**config.mk**
```make
export PLATFORM = sky130hd
export DESIGN_NAME = msc_ctrl
export DESIGN_NICKNAME = d
export VERILOG_FILES = /design/src/design/msc_pkg.sv /design/src/design/msc_ctrl.sv
export SDC_FILE = /design/constraint.sdc
export NUM_CORES = 1
export LEC_CHECK = 0
export BUFFER_PORTS_ARGS = -buffer_cell sky130_fd_sc_hd__buf_4
export CORE_ASPECT_RATIO = 1.2
export CORE_UTILIZATION = 60
export CTS_BUF_LIST = sky130_fd_sc_hd__clkbuf_2
export DETAILED_ROUTE_END_ITERATION = 10
export PLACE_DENSITY = 0.83
export SETUP_SLACK_MARGIN = 0.02
export SKIP_CTS_REPAIR_TIMING = 1
export SLEW_MARGIN = 5
export SYNTH_ARGS = -nofsm -noshare
export SYNTH_HDL_FRONTEND = slang
export SYNTH_SLANG_ARGS = --single-unit
```
**constraint.sdc**
```tcl
create_clock -name clk -period 5.6 [get_ports clk]
set_input_delay 0.84 -clock clk [delete_from_list [all_inputs] [get_ports clk]]
set_output_delay 0.84 -clock clk [all_outputs]
set_load 0.005 [all_outputs]
```
**src/design/msc_pkg.sv**
```systemverilog
package msc_pkg;

  // Fixed-point and divider sizes
  localparam int DW        = 32;
  localparam int CFG_W     = 31;
  localparam int WIDE_W    = 50;
  localparam int DIV_W     = 49;
  localparam logic [5:0] DIV_STEPS = 6'd49;
  localparam logic [16:0] Q_ONE    = 17'd65536;

  // Configuration register indexes
  localparam logic [1:0] REG_MAX_TORQUE = 2'd0;
  localparam logic [1:0] REG_INER_GAIN  = 2'd1;
  localparam logic [1:0] REG_RES_DAMP   = 2'd2;

  // Datapath operations
  typedef enum logic [4:0] {
    OP_NOP,
    OP_LOAD,
    OP_ACC_CUR,
    OP_ACC_INE,
    OP_ERR,
    OP_FORCE,
    OP_TVAL,
    OP_ADD,
    OP_DIVQ_INIT,
    OP_DIVA_INIT,
    OP_DIV_STEP,
    OP_QSET,
    OP_CLAMP,
    OP_ACCEL,
    OP_TORQ,
    OP_OUT,
    OP_OUT_ZERO
  } dp_op_t;

  // Multiplier operand pairs
  typedef enum logic [2:0] {
    M_SPIN,
    M_INER,
    M_ERR,
    M_GAIN,
    M_QF,
    M_DAMP_T,
    M_DAMP_PF,
    M_TORQ
  } msel_t;

  typedef struct packed {
    dp_op_t     op;
    logic [1:0] op_idx;
    logic       mul_en;
    msel_t      msel;
    logic [1:0] mul_idx;
  } dp_cmd_t;

  typedef struct packed {
    logic target_zero;
    logic case_a;
    logic case_b;
  } dp_stat_t;

  // Saturate a wide signed value to 32 bits
  function automatic logic signed [DW-1:0] sat32(input logic signed [WIDE_W-1:0] v);
    logic signed [WIDE_W-1:0] hi;
    logic signed [WIDE_W-1:0] lo;
    hi = 50'sd2147483647;
    lo = -50'sd2147483648;
    if (v > hi) begin
      return 32'sh7fffffff;
    end else if (v < lo) begin
      return 32'sh80000000;
    end else begin
      return v[DW-1:0];
    end
  endfunction

endpackage

```
**src/design/msc_ctrl.sv**
```systemverilog
module msc_ctrl (
  input  logic               clk,
  input  logic               rst,
  input  logic               in_valid,
  output logic               in_stall,
  output logic               out_valid,
  input  logic               out_stall,
  input  msc_pkg::dp_stat_t  stat,
  output msc_pkg::dp_cmd_t   cmd
);
  import msc_pkg::*;

  typedef enum logic [24:0] {
    S_IDLE  = 25'b1 << 0,
    S_CHK   = 25'b1 << 1,
    S_ZOUT  = 25'b1 << 2,
    S_DOT   = 25'b1 << 3,
    S_ERR   = 25'b1 << 4,
    S_F1    = 25'b1 << 5,
    S_F2    = 25'b1 << 6,
    S_G1    = 25'b1 << 7,
    S_G2    = 25'b1 << 8,
    S_HEUR  = 25'b1 << 9,
    S_QINIT = 25'b1 << 10,
    S_QDIV  = 25'b1 << 11,
    S_QSET  = 25'b1 << 12,
    S_A1    = 25'b1 << 13,
    S_A2    = 25'b1 << 14,
    S_A3    = 25'b1 << 15,
    S_A4    = 25'b1 << 16,
    S_B2    = 25'b1 << 17,
    S_ADD   = 25'b1 << 18,
    S_CLAMP = 25'b1 << 19,
    S_AINIT = 25'b1 << 20,
    S_ADIV  = 25'b1 << 21,
    S_ACCEL = 25'b1 << 22,
    S_TORQ  = 25'b1 << 23,
    S_OUT   = 25'b1 << 24
  } state_t;

  state_t     state;
  state_t     state_next;
  logic [5:0] cnt;
  logic [5:0] cnt_next;
  logic       out_free;
  logic       out_set;

  assign out_free = !out_valid || !out_stall;
  assign in_stall = (state != S_IDLE);

  // Sequence one item
  always_comb begin
    state_next  = state;
    cnt_next    = cnt;
    out_set     = 1'b0;
    cmd.op      = OP_NOP;
    cmd.op_idx  = 2'd0;
    cmd.mul_en  = 1'b0;
    cmd.msel    = M_SPIN;
    cmd.mul_idx = 2'd0;
    case (state)
      S_IDLE: begin
        if (in_valid) begin
          cmd.op     = OP_LOAD;
          state_next = S_CHK;
        end
      end
      S_CHK: begin
        cnt_next   = '0;
        state_next = stat.target_zero ? S_ZOUT : S_DOT;
      end
      S_ZOUT: begin
        if (out_free) begin
          cmd.op     = OP_OUT_ZERO;
          out_set    = 1'b1;
          state_next = S_IDLE;
        end
      end
      S_DOT: begin
        // Issue product k, accumulate product k-1
        cmd.mul_en  = (cnt < 6'd6);
        cmd.msel    = cnt[0] ? M_INER : M_SPIN;
        cmd.mul_idx = cnt[2:1];
        if (cnt != '0) begin
          cmd.op = cnt[0] ? OP_ACC_CUR : OP_ACC_INE;
        end
        cnt_next = cnt + 6'd1;
        if (cnt == 6'd6) begin
          state_next = S_ERR;
        end
      end
      S_ERR: begin
        cmd.op     = OP_ERR;
        state_next = S_F1;
      end
      S_F1: begin
        cmd.mul_en = 1'b1;
        cmd.msel   = M_ERR;
        state_next = S_F2;
      end
      S_F2: begin
        cmd.op     = OP_FORCE;
        state_next = S_G1;
      end
      S_G1: begin
        cmd.mul_en = 1'b1;
        cmd.msel   = M_GAIN;
        state_next = S_G2;
      end
      S_G2: begin
        cmd.op     = OP_FORCE;
        state_next = S_HEUR;
      end
      S_HEUR: begin
        if (stat.case_a) begin
          state_next = S_QINIT;
        end else if (stat.case_b) begin
          cmd.mul_en = 1'b1;
          cmd.msel   = M_DAMP_PF;
          state_next = S_B2;
        end else begin
          state_next = S_CLAMP;
        end
      end
      S_QINIT: begin
        cmd.op     = OP_DIVQ_INIT;
        cnt_next   = '0;
        state_next = S_QDIV;
      end
      S_QDIV: begin
        cmd.op   = OP_DIV_STEP;
        cnt_next = cnt + 6'd1;
        if (cnt == DIV_STEPS - 6'd1) begin
          state_next = S_QSET;
        end
      end
      S_QSET: begin
        cmd.op     = OP_QSET;
        state_next = S_A1;
      end
      S_A1: begin
        cmd.mul_en = 1'b1;
        cmd.msel   = M_QF;
        state_next = S_A2;
      end
      S_A2: begin
        cmd.op     = OP_TVAL;
        state_next = S_A3;
      end
      S_A3: begin
        cmd.mul_en = 1'b1;
        cmd.msel   = M_DAMP_T;
        state_next = S_A4;
      end
      S_A4: begin
        cmd.op     = OP_TVAL;
        state_next = S_ADD;
      end
      S_B2: begin
        cmd.op     = OP_TVAL;
        state_next = S_ADD;
      end
      S_ADD: begin
        cmd.op     = OP_ADD;
        state_next = S_CLAMP;
      end
      S_CLAMP: begin
        cmd.op     = OP_CLAMP;
        state_next = S_AINIT;
      end
      S_AINIT: begin
        cmd.op     = OP_DIVA_INIT;
        cnt_next   = '0;
        state_next = S_ADIV;
      end
      S_ADIV: begin
        cmd.op   = OP_DIV_STEP;
        cnt_next = cnt + 6'd1;
        if (cnt == DIV_STEPS - 6'd1) begin
          state_next = S_ACCEL;
        end
      end
      S_ACCEL: begin
        cmd.op     = OP_ACCEL;
        cnt_next   = '0;
        state_next = S_TORQ;
      end
      S_TORQ: begin
        // Issue torque product k, store product k-1
        cmd.mul_en  = (cnt < 6'd3);
        cmd.msel    = M_TORQ;
        cmd.mul_idx = cnt[1:0];
        if (cnt != '0) begin
          cmd.op     = OP_TORQ;
          cmd.op_idx = cnt[1:0] - 2'd1;
        end
        cnt_next = cnt + 6'd1;
        if (cnt == 6'd3) begin
          state_next = S_OUT;
        end
      end
      S_OUT: begin
        if (out_free) begin
          cmd.op     = OP_OUT;
          out_set    = 1'b1;
          state_next = S_IDLE;
        end
      end
      default: state_next = S_IDLE;
    endcase
  end

  always_ff @(posedge clk) begin
    if (rst) begin
      state     <= S_IDLE;
      cnt       <= '0;
      out_valid <= 1'b0;
    end else begin
      state <= state_next;
      cnt   <= cnt_next;
      if (out_set) begin
        out_valid <= 1'b1;
      end else if (!out_stall) begin
        out_valid <= 1'b0;
      end
    end
  end

endmodule
```
== Word-level counts from Yosys, hierarchy flattened ==
Cells that the tools add are included.
W data, S select, Z words.
Word-level totals
  flip-flop bits (word level): 32
  bits of input ports: 7
  output and inout port bits: 15
  logic and storage cells: 84
Operators by class
  add/sub/neg operators: 2
  $lt $le $gt $ge: 2
  equality and inequality tests: 36
  multiplexer cells: 28
  reductions and logical operators: 13
Operators by type and width (count)
  $pmux W25 S23: 1
  $mux W25: 6
  $pmux W5 S15: 1
  $mux W20: 2
  $pmux W4 S7: 1
  $eq A25 B1 Y1 const B: 1
  $eq A25 B10 Y1 const B: 1
  $eq A25 B11 Y1 const B: 1
  $eq A25 B12 Y1 const B: 1
  $eq A25 B13 Y1 const B: 1
  $eq A25 B14 Y1 const B: 1
  $eq A25 B15 Y1 const B: 1
  $eq A25 B16 Y1 const B: 1
  $eq A25 B17 Y1 const B: 1
  $eq A25 B18 Y1 const B: 1
  $eq A25 B19 Y1 const B: 1
  $eq A25 B2 Y1 const B: 1
  $eq A25 B20 Y1 const B: 1
  $eq A25 B21 Y1 const B: 1
  $eq A25 B22 Y1 const B: 1
  $eq A25 B23 Y1 const B: 1
  $eq A25 B24 Y1 const B: 1
  $eq A25 B25 Y1 const B: 1
  $eq A25 B3 Y1 const B: 1
  31 further kinds: 51

== Longest topological paths before layout ==
Gate-level depths: netlist (run 1).
  depth in word-level cells: 5
  mapped depth: 10
  gate-level depth less buffers: 8

== Worst setup path after synthesis (run 1) ==
No wires, ideal clock.
  path kind: register -> output
  from: reg state[4]
  to: out cmd[5] in the netlist's numbering
  arrival time: 2305 ps
  required time: 4760 ps
  slack: 2455 ps
  cell stages (with the launch flop): 7
  buffers on the path: 0
  cell sequence: dfxtp_1 > or4_4 > or3_4 > or3_1 > or3b_2 > nand2_1 > a221o_1
RTL lines
  from (decl): RTL line msc_ctrl.sv:41  | state_t state;
  from (signal assigned): RTL line msc_ctrl.sv:219  | state <= state_next;
  to (decl): RTL line msc_ctrl.sv:9  | output msc_pkg::dp_cmd_t cmd

==> impl_metrics.csv, run 1 <==
group,metric,value,unit
layout,diodes,0,
synthesis,synth.area.top_cells,"dfxtp_1 (32%), nor4_1 (5.2%), nand2_1 (4.2%), nor2_1 (4.2%), a21oi_1 (3.9%)",
global_routing,grt_pass1_wl,8.70,mm
synthesis,yosys_warnings,0,
worst_setup_path,required,4.76,ns
power_and_ir_drop,power.density,220,nW/um^2
floorplanning,dieArea,3630,um^2
worst_setup_path,r2r-end,"state[12]",
route,finalWirelength,5.77,mm
layout,area_delta_synth_final,10.8,%
synthesis,ys_seq_area_share,31.5,%
clock_network,cts_tree,"yes",
timing,hold_violations,0,
power_and_ir_drop,power.leakage,0.876,nW
synthesis,syn_area_per_cell,7.88,um^2
timing,period_share,74.2,%
job,maxCapViolCount,0,
floorplanning,rows,22,
timing,slew_viol_final,0,
route,drt-wirelength-per-cell,18.4,um
placement,portBuffers,21,
route,vias,2148,
route,drt_iter0_drc,98,
worst_setup_path,crit_arrival,3.31,ns
route,drc_errors,0,
floorplanning,fp.dieW,55.1,um
synthesis,synth_top_area_cell,"dfxtp_1",
worst_setup_path,critPathCaptureType,"primary output",
timing,fin_crit,4.15,ns
synthesis,synth_common_cells,"dfxtp_1 (32), nand2_1 (23), nor2_1 (23), nor4_1 (17), a21oi_1 (16)",
clock_network,cts_sinks,32,
synthesis,synth_top_cell_area_share,31.5,%
timing,rsz0062_at_grt,"false",
floorplanning,io-pin-count,22,
route,first_pass_iters,6,
floorplanning,coreArea,3140,um^2
timing,max_freq,241,MHz
layout,drive_gt1_share,14.8,%
synthesis,async_reset_ff_share,0,%
layout,final_nets,285,
clock_network,clock_latency,0.41,ns
placement,globalplace.congestion,0.996,
timing,setup_violations,0,
route,ant_nets,0,
worst_setup_path,crit_type,"reg -> out",
clock_network,clockBufferDepth,2,
worst_setup_path,r2r_cells,6,
clock_network,clkTransAtPathRegs,0.18,ns
min_path,holdPathStages,1,
worst_setup_path,critPathLaunchType,"flop",
floorplanning,fp.dieH,65.8,um
synthesis,synth-main-ff-cell,"dfxtp_1",
power_and_ir_drop,ir_drop,0.260,mV
route,viasPerCell,6.86,
min_path,hold_path_class,"reg -> reg",
clock_network,h-tree-depth,2,
global_routing,grt_max_degree,17,
synthesis,ys_types,50,
synthesis,synthesis.nets,267,
clock_network,cts_buffers,5,
floorplanning,start_util,64.8,%
global_routing,grt_pass1_vias,1854,
min_path,holdPathEnd,"state[18]",
timing,skew,0.0267,ns
power_and_ir_drop,design_power_total,0.496,mW
run_status,status,"completed",
worst_setup_path,crit_fanout,7,
global_routing,grt_overflow_total,0,
synthesis,yosysMostFrequentCell,"dfxtp_1",
synthesis,synth-seq-cells,32,
clock_network,ctsRootBufferMaster,"clkbuf_2",
placement,dp_hpwl,4.28,mm
timing,slew_headroom,45.2,%
timing,tns,0,ns
global_routing,antenna_found_initial,0,
synthesis,synth_area,2030,um^2
worst_setup_path,r2r_slack,2.53,ns
synthesis,syn-instance-count,258,
worst_setup_path,r2r_start,"state[21]",
global_routing,track_usage,33.9,%
timing,worst_pin_slew,0.815,ns
synthesis,synth_edf_count,0,
min_path,hold_start,"state[18]",
-- where the power goes --
part	switching [mW]	total [mW]	internal, mW
clock network	0.0849	0.162	0.0768
registers	0.00436	0.237	0.232
logic	0.0630	0.0975	0.0345
-- stage by stage --
step	worst slack, ns	util, %	instance area [um^2]	hold slack (ns)	instances
after global placement	2.03	69.7	2190	0.496	305
after detailed placement	2.02	69.7	2190	0.508	305
final	1.45	71.8	2250	0.519	313
after floorplan	2.46	-	2030	0.470	258
after CTS	1.55	71.8	2250	0.525	313
after global routing	1.38	71.8	2250	0.568	313
-- area by class of cell --
type	instances	area, um^2
tap	36	45.0
clock buffer	6	30.0
fill	282	886
inverter	6	22.5
timing repair buffer	21	158
sequential	32	641
multi-input combinational	210	1320
clock inverter	2	35.0
-- worst max-delay path by stage --
| stage | cells past startpoint | to | startpoint |
|---|---|---|---|
| global placement | 7 | cmd[5] | state[21] |
| detailed placement | 7 | cmd[4] | state[21] |
| CTS | 7 | cmd[4] | state[21] |
| finish | 7 | cmd[5] | state[4] |
| global route | 7 | cmd[4] | state[21] |
| floorplan | 6 | cmd[5] | state[4] |
-- layer usage --
layer  vias up  global-route usage, %  routed length (um)
met5         -                      0                   0
met4         0                   14.1                 157
met3        18                   7.82                 365
met2        90                   55.0                2810
met1      1006                   41.7                2440
li1       1034                      -                   -
-- worst max-delay path: stages (launching register included) --
cell	delay [ns]
dfxtp_1	0.39
nor4_1	0.73
nand4_1	0.42
or3_1	0.52
or4_1	0.52
nand2_1	0.12
a221o_1	0.11
buf_4	0.10
-- layout by cell type, fill, tap and decap left out, types with 4 or more instances in the layout --
cell	count
nor2_1	23
nor3_1	13
xor2_1	4
buf_4	21
nand2_1	23
or4_1	9
or3_1	6
nand4b_1	7
xnor2_1	4
nand2b_1	8
clkbuf_2	6
nor4_1	17
a21oi_1	16
nand4_1	9
dfxtp_1	32
inv_1	6
o21ai_0	6
nand3_1	11
nor4b_1	4
a311oi_1	4
-- registers in the layout (all words and copies together) (netlist names) --
signal and flops:
cnt 6, state 25, out_valid 1
-- cell families after synthesis --
group / synth area share (%)
adders and majority gates: 1.23
xor gates and xnor gates: 3.45
and+or+nand+nor: 46.0
DFF: 31.5
AOI/OAI and AO/OA: 14.3
buffers and inverters: 3.51
(Power assumes the default switching activity.)
==> run 2: changes to the inputs <==
--- a/config.mk
+++ b/config.mk
@@ -7,10 +7,10 @@
 export LEC_CHECK = 0
 export BUFFER_PORTS_ARGS = -buffer_cell sky130_fd_sc_hd__buf_4
 export CORE_ASPECT_RATIO = 1.2
-export CORE_UTILIZATION = 60
+export CORE_UTILIZATION = 55
 export CTS_BUF_LIST = sky130_fd_sc_hd__clkbuf_2
 export DETAILED_ROUTE_END_ITERATION = 10
-export PLACE_DENSITY = 0.83
+export PLACE_DENSITY = 0.8
 export SETUP_SLACK_MARGIN = 0.02
 export SKIP_CTS_REPAIR_TIMING = 1
 export SLEW_MARGIN = 5
==> constraint.sdc (replaced) <==
create_clock -name clk -period 3.6 [get_ports clk]
set_input_delay 0.54 -clock clk [delete_from_list [all_inputs] [get_ports clk]]
set_output_delay 0.54 -clock clk [all_outputs]
set_load 0.005 [all_outputs]
==> impl_metrics.csv, run 2 (synthesized netlist as in run 1, its figures left out) <==
group,metric,value,unit
run_status,status,"completed",
route,finalWirelength,5.84,mm
global_routing,grt_max_degree,17,
timing,whs,0.407,ns
placement,portBuffers,21,
global_routing,grt_pass1_vias,1945,
floorplanning,coreArea,3420,um^2
placement,placed_area,2230,um^2
layout,area_delta_synth_final,12.6,%
power_and_ir_drop,power.leakage,0.899,nW
worst_setup_path,required,3.06,ns
timing,fin_ws,0.143,ns
clock_network,cts_buffers,5,
power_and_ir_drop,design_power_total,0.689,mW
worst_setup_path,critPathCaptureType,"primary output",
worst_setup_path,r2r_start,"state[2]",
clock_network,h-tree-depth,2,
timing,fin_crit,3.46,ns
worst_setup_path,slowest_stage,"or4_4",
layout,layout_commonest_cell,"dfxtp_1",
worst_setup_path,critPathLaunchType,"flop",
worst_setup_path,crit_end,"cmd[5]",
timing,skew,0.00969,ns
floorplanning,fp.dieH,68.6,um
floorplanning,start_util,59.4,%
min_path,holdPathStages,3,
clock_network,clkTransAtPathRegs,0.16,ns
timing,tns,0,ns
placement,globalplace.congestion,0.991,
worst_setup_path,r2r_slack,0.75,ns
floorplanning,dieArea,3950,um^2
min_path,hold_path_class,"in -> reg",
global_routing,grt_pass1_wl,9.17,mm
timing,worst_pin_slew,0.824,ns
global_routing,grt_overflow_total,0,
timing,slew_viol_final,0,
clock_network,clock_latency,0.37,ns
power_and_ir_drop,ir_drop,0.202,mV
timing,rsz0062_at_grt,"false",
timing,period_share,96.0,%
placement,dp_hpwl,4.46,mm
layout,n_fill_cell,304,
worst_setup_path,cp_cell_sequence,"or4_4 > or3_4 > or3_4 > or3b_2 > nand2_1 > a221o_1 > buf_4",
floorplanning,io-pin-count,22,
worst_setup_path,crit_type,"reg -> out",
layout,final_nets,291,
layout,mostFrequentLayoutCells,"dfxtp_1 (30), buf_4 (27), nand2_1 (23), nor2_1 (22)",
worst_setup_path,crit_top_cell,"or3_4",
worst_setup_path,cp_slowest_stage_delay,0.58,ns
route,drt-wirelength-per-cell,18.2,um
placement,place_ws,0.546,ns
route,viasPerCell,6.74,
layout,diodes,0,
worst_setup_path,r2r_cells,7,
timing,max_freq,289,MHz
route,ant_nets,0,
worst_setup_path,crit_start,"state[4]",
timing,slew_headroom,44.7,%
route,first_pass_iters,4,
route,vias,2157,
worst_setup_path,crit_fanout,6,
clock_network,cts_tree,"yes",
clock_network,clockBufferDepth,2,
layout,largest_reg_flops,25,
job,maxCapViolCount,0,
layout,reg_top3,"state (25), cnt (6), out_valid (1)",
global_routing,antenna_found_initial,0,
layout,fin_area,2290,um^2
floorplanning,fp.dieW,57.5,um
route,drc_errors,0,
global_routing,track_usage,31.2,%
clock_network,cts_sinks,32,
timing,hold_violations,0,
route,drt_iter0_drc,158,
timing,setup_violations,0,
clock_network,ctsRootBufferMaster,"clkbuf_2",
floorplanning,rows,23,
worst_setup_path,r2r-end,"cnt[5]",
power_and_ir_drop,power.density,301,nW/um^2
layout,drive_gt1_share,18.0,%
layout,regMostFlops,"state",
worst_setup_path,crit_arrival,2.92,ns
run 2: changes by cell type in the layout (fill, tap and decap cells not counted), sizes merged:
cell    delta
buf        +6
clkbuf     +1
bufinv     -1
run 2: worst min path at each step:
stage / slack, ns / start / endpoint
6_report: 0.41 / stat[2] / state[2]
5_1_grt: 0.39 / stat[2] / state[2]
4_1_cts: 0.39 / stat[2] / state[2]
3_5_place_dp: 0.50 / state[18] / state[18]
3_3_place_gp: 0.49 / state[18] / state[18]
2_1_floorplan: 0.47 / state[18] / state[18]
run 2: through the flow:
step | instances | utilization, %
2_1_floorplan | 258 | -
3_3_place_gp | 312 | 65.2
3_5_place_dp | 312 | 65.2
4_1_cts | 320 | 66.4
5_1_grt | 320 | 66.8
6_report | 320 | 66.8
run 2: cell type report:
type	count	area (um^2)	share of cell area, %
multi-input combinational	210	1340	58.3
sequential	32	643	28.1
timing repair buffer	27	203	8.86
tap	37	46.3	2.02
clock buffer	7	35.0	1.53
inverter	6	22.5	0.984
clock inverter	1	3.75	0.164
run 2: routing by layer:
metal  routed length, um  GRT usage, %  vias to the layer above
met3                 381          6.90                       26
li1                    -             -                     1055
met5                   0             0                        -
met1                2510          38.5                     1002
met2                2750          49.9                       74
met4                 200          19.2                        0
run 2: power breakdown:
| group | leakage [nW] | total (mW) | switching, mW | internal (mW) |
|---|---|---|---|---|
| clock | 0.0306 | 0.170 | 0.118 | 0.0520 |
| sequential | 0.259 | 0.367 | 0.00632 | 0.361 |
| combinational | 0.609 | 0.152 | 0.0978 | 0.0538 |
| total | 0.899 | 0.689 | 0.222 | 0.467 |
run 2: critical path, delay by kind of cell (launching register included):
kind                   cells  cell delay (ns)
AOI/OAI and AO/OA          1             0.11
buffers and inverters      1             0.10
DFF                        1             0.38
and+or+nand+nor            5             1.96
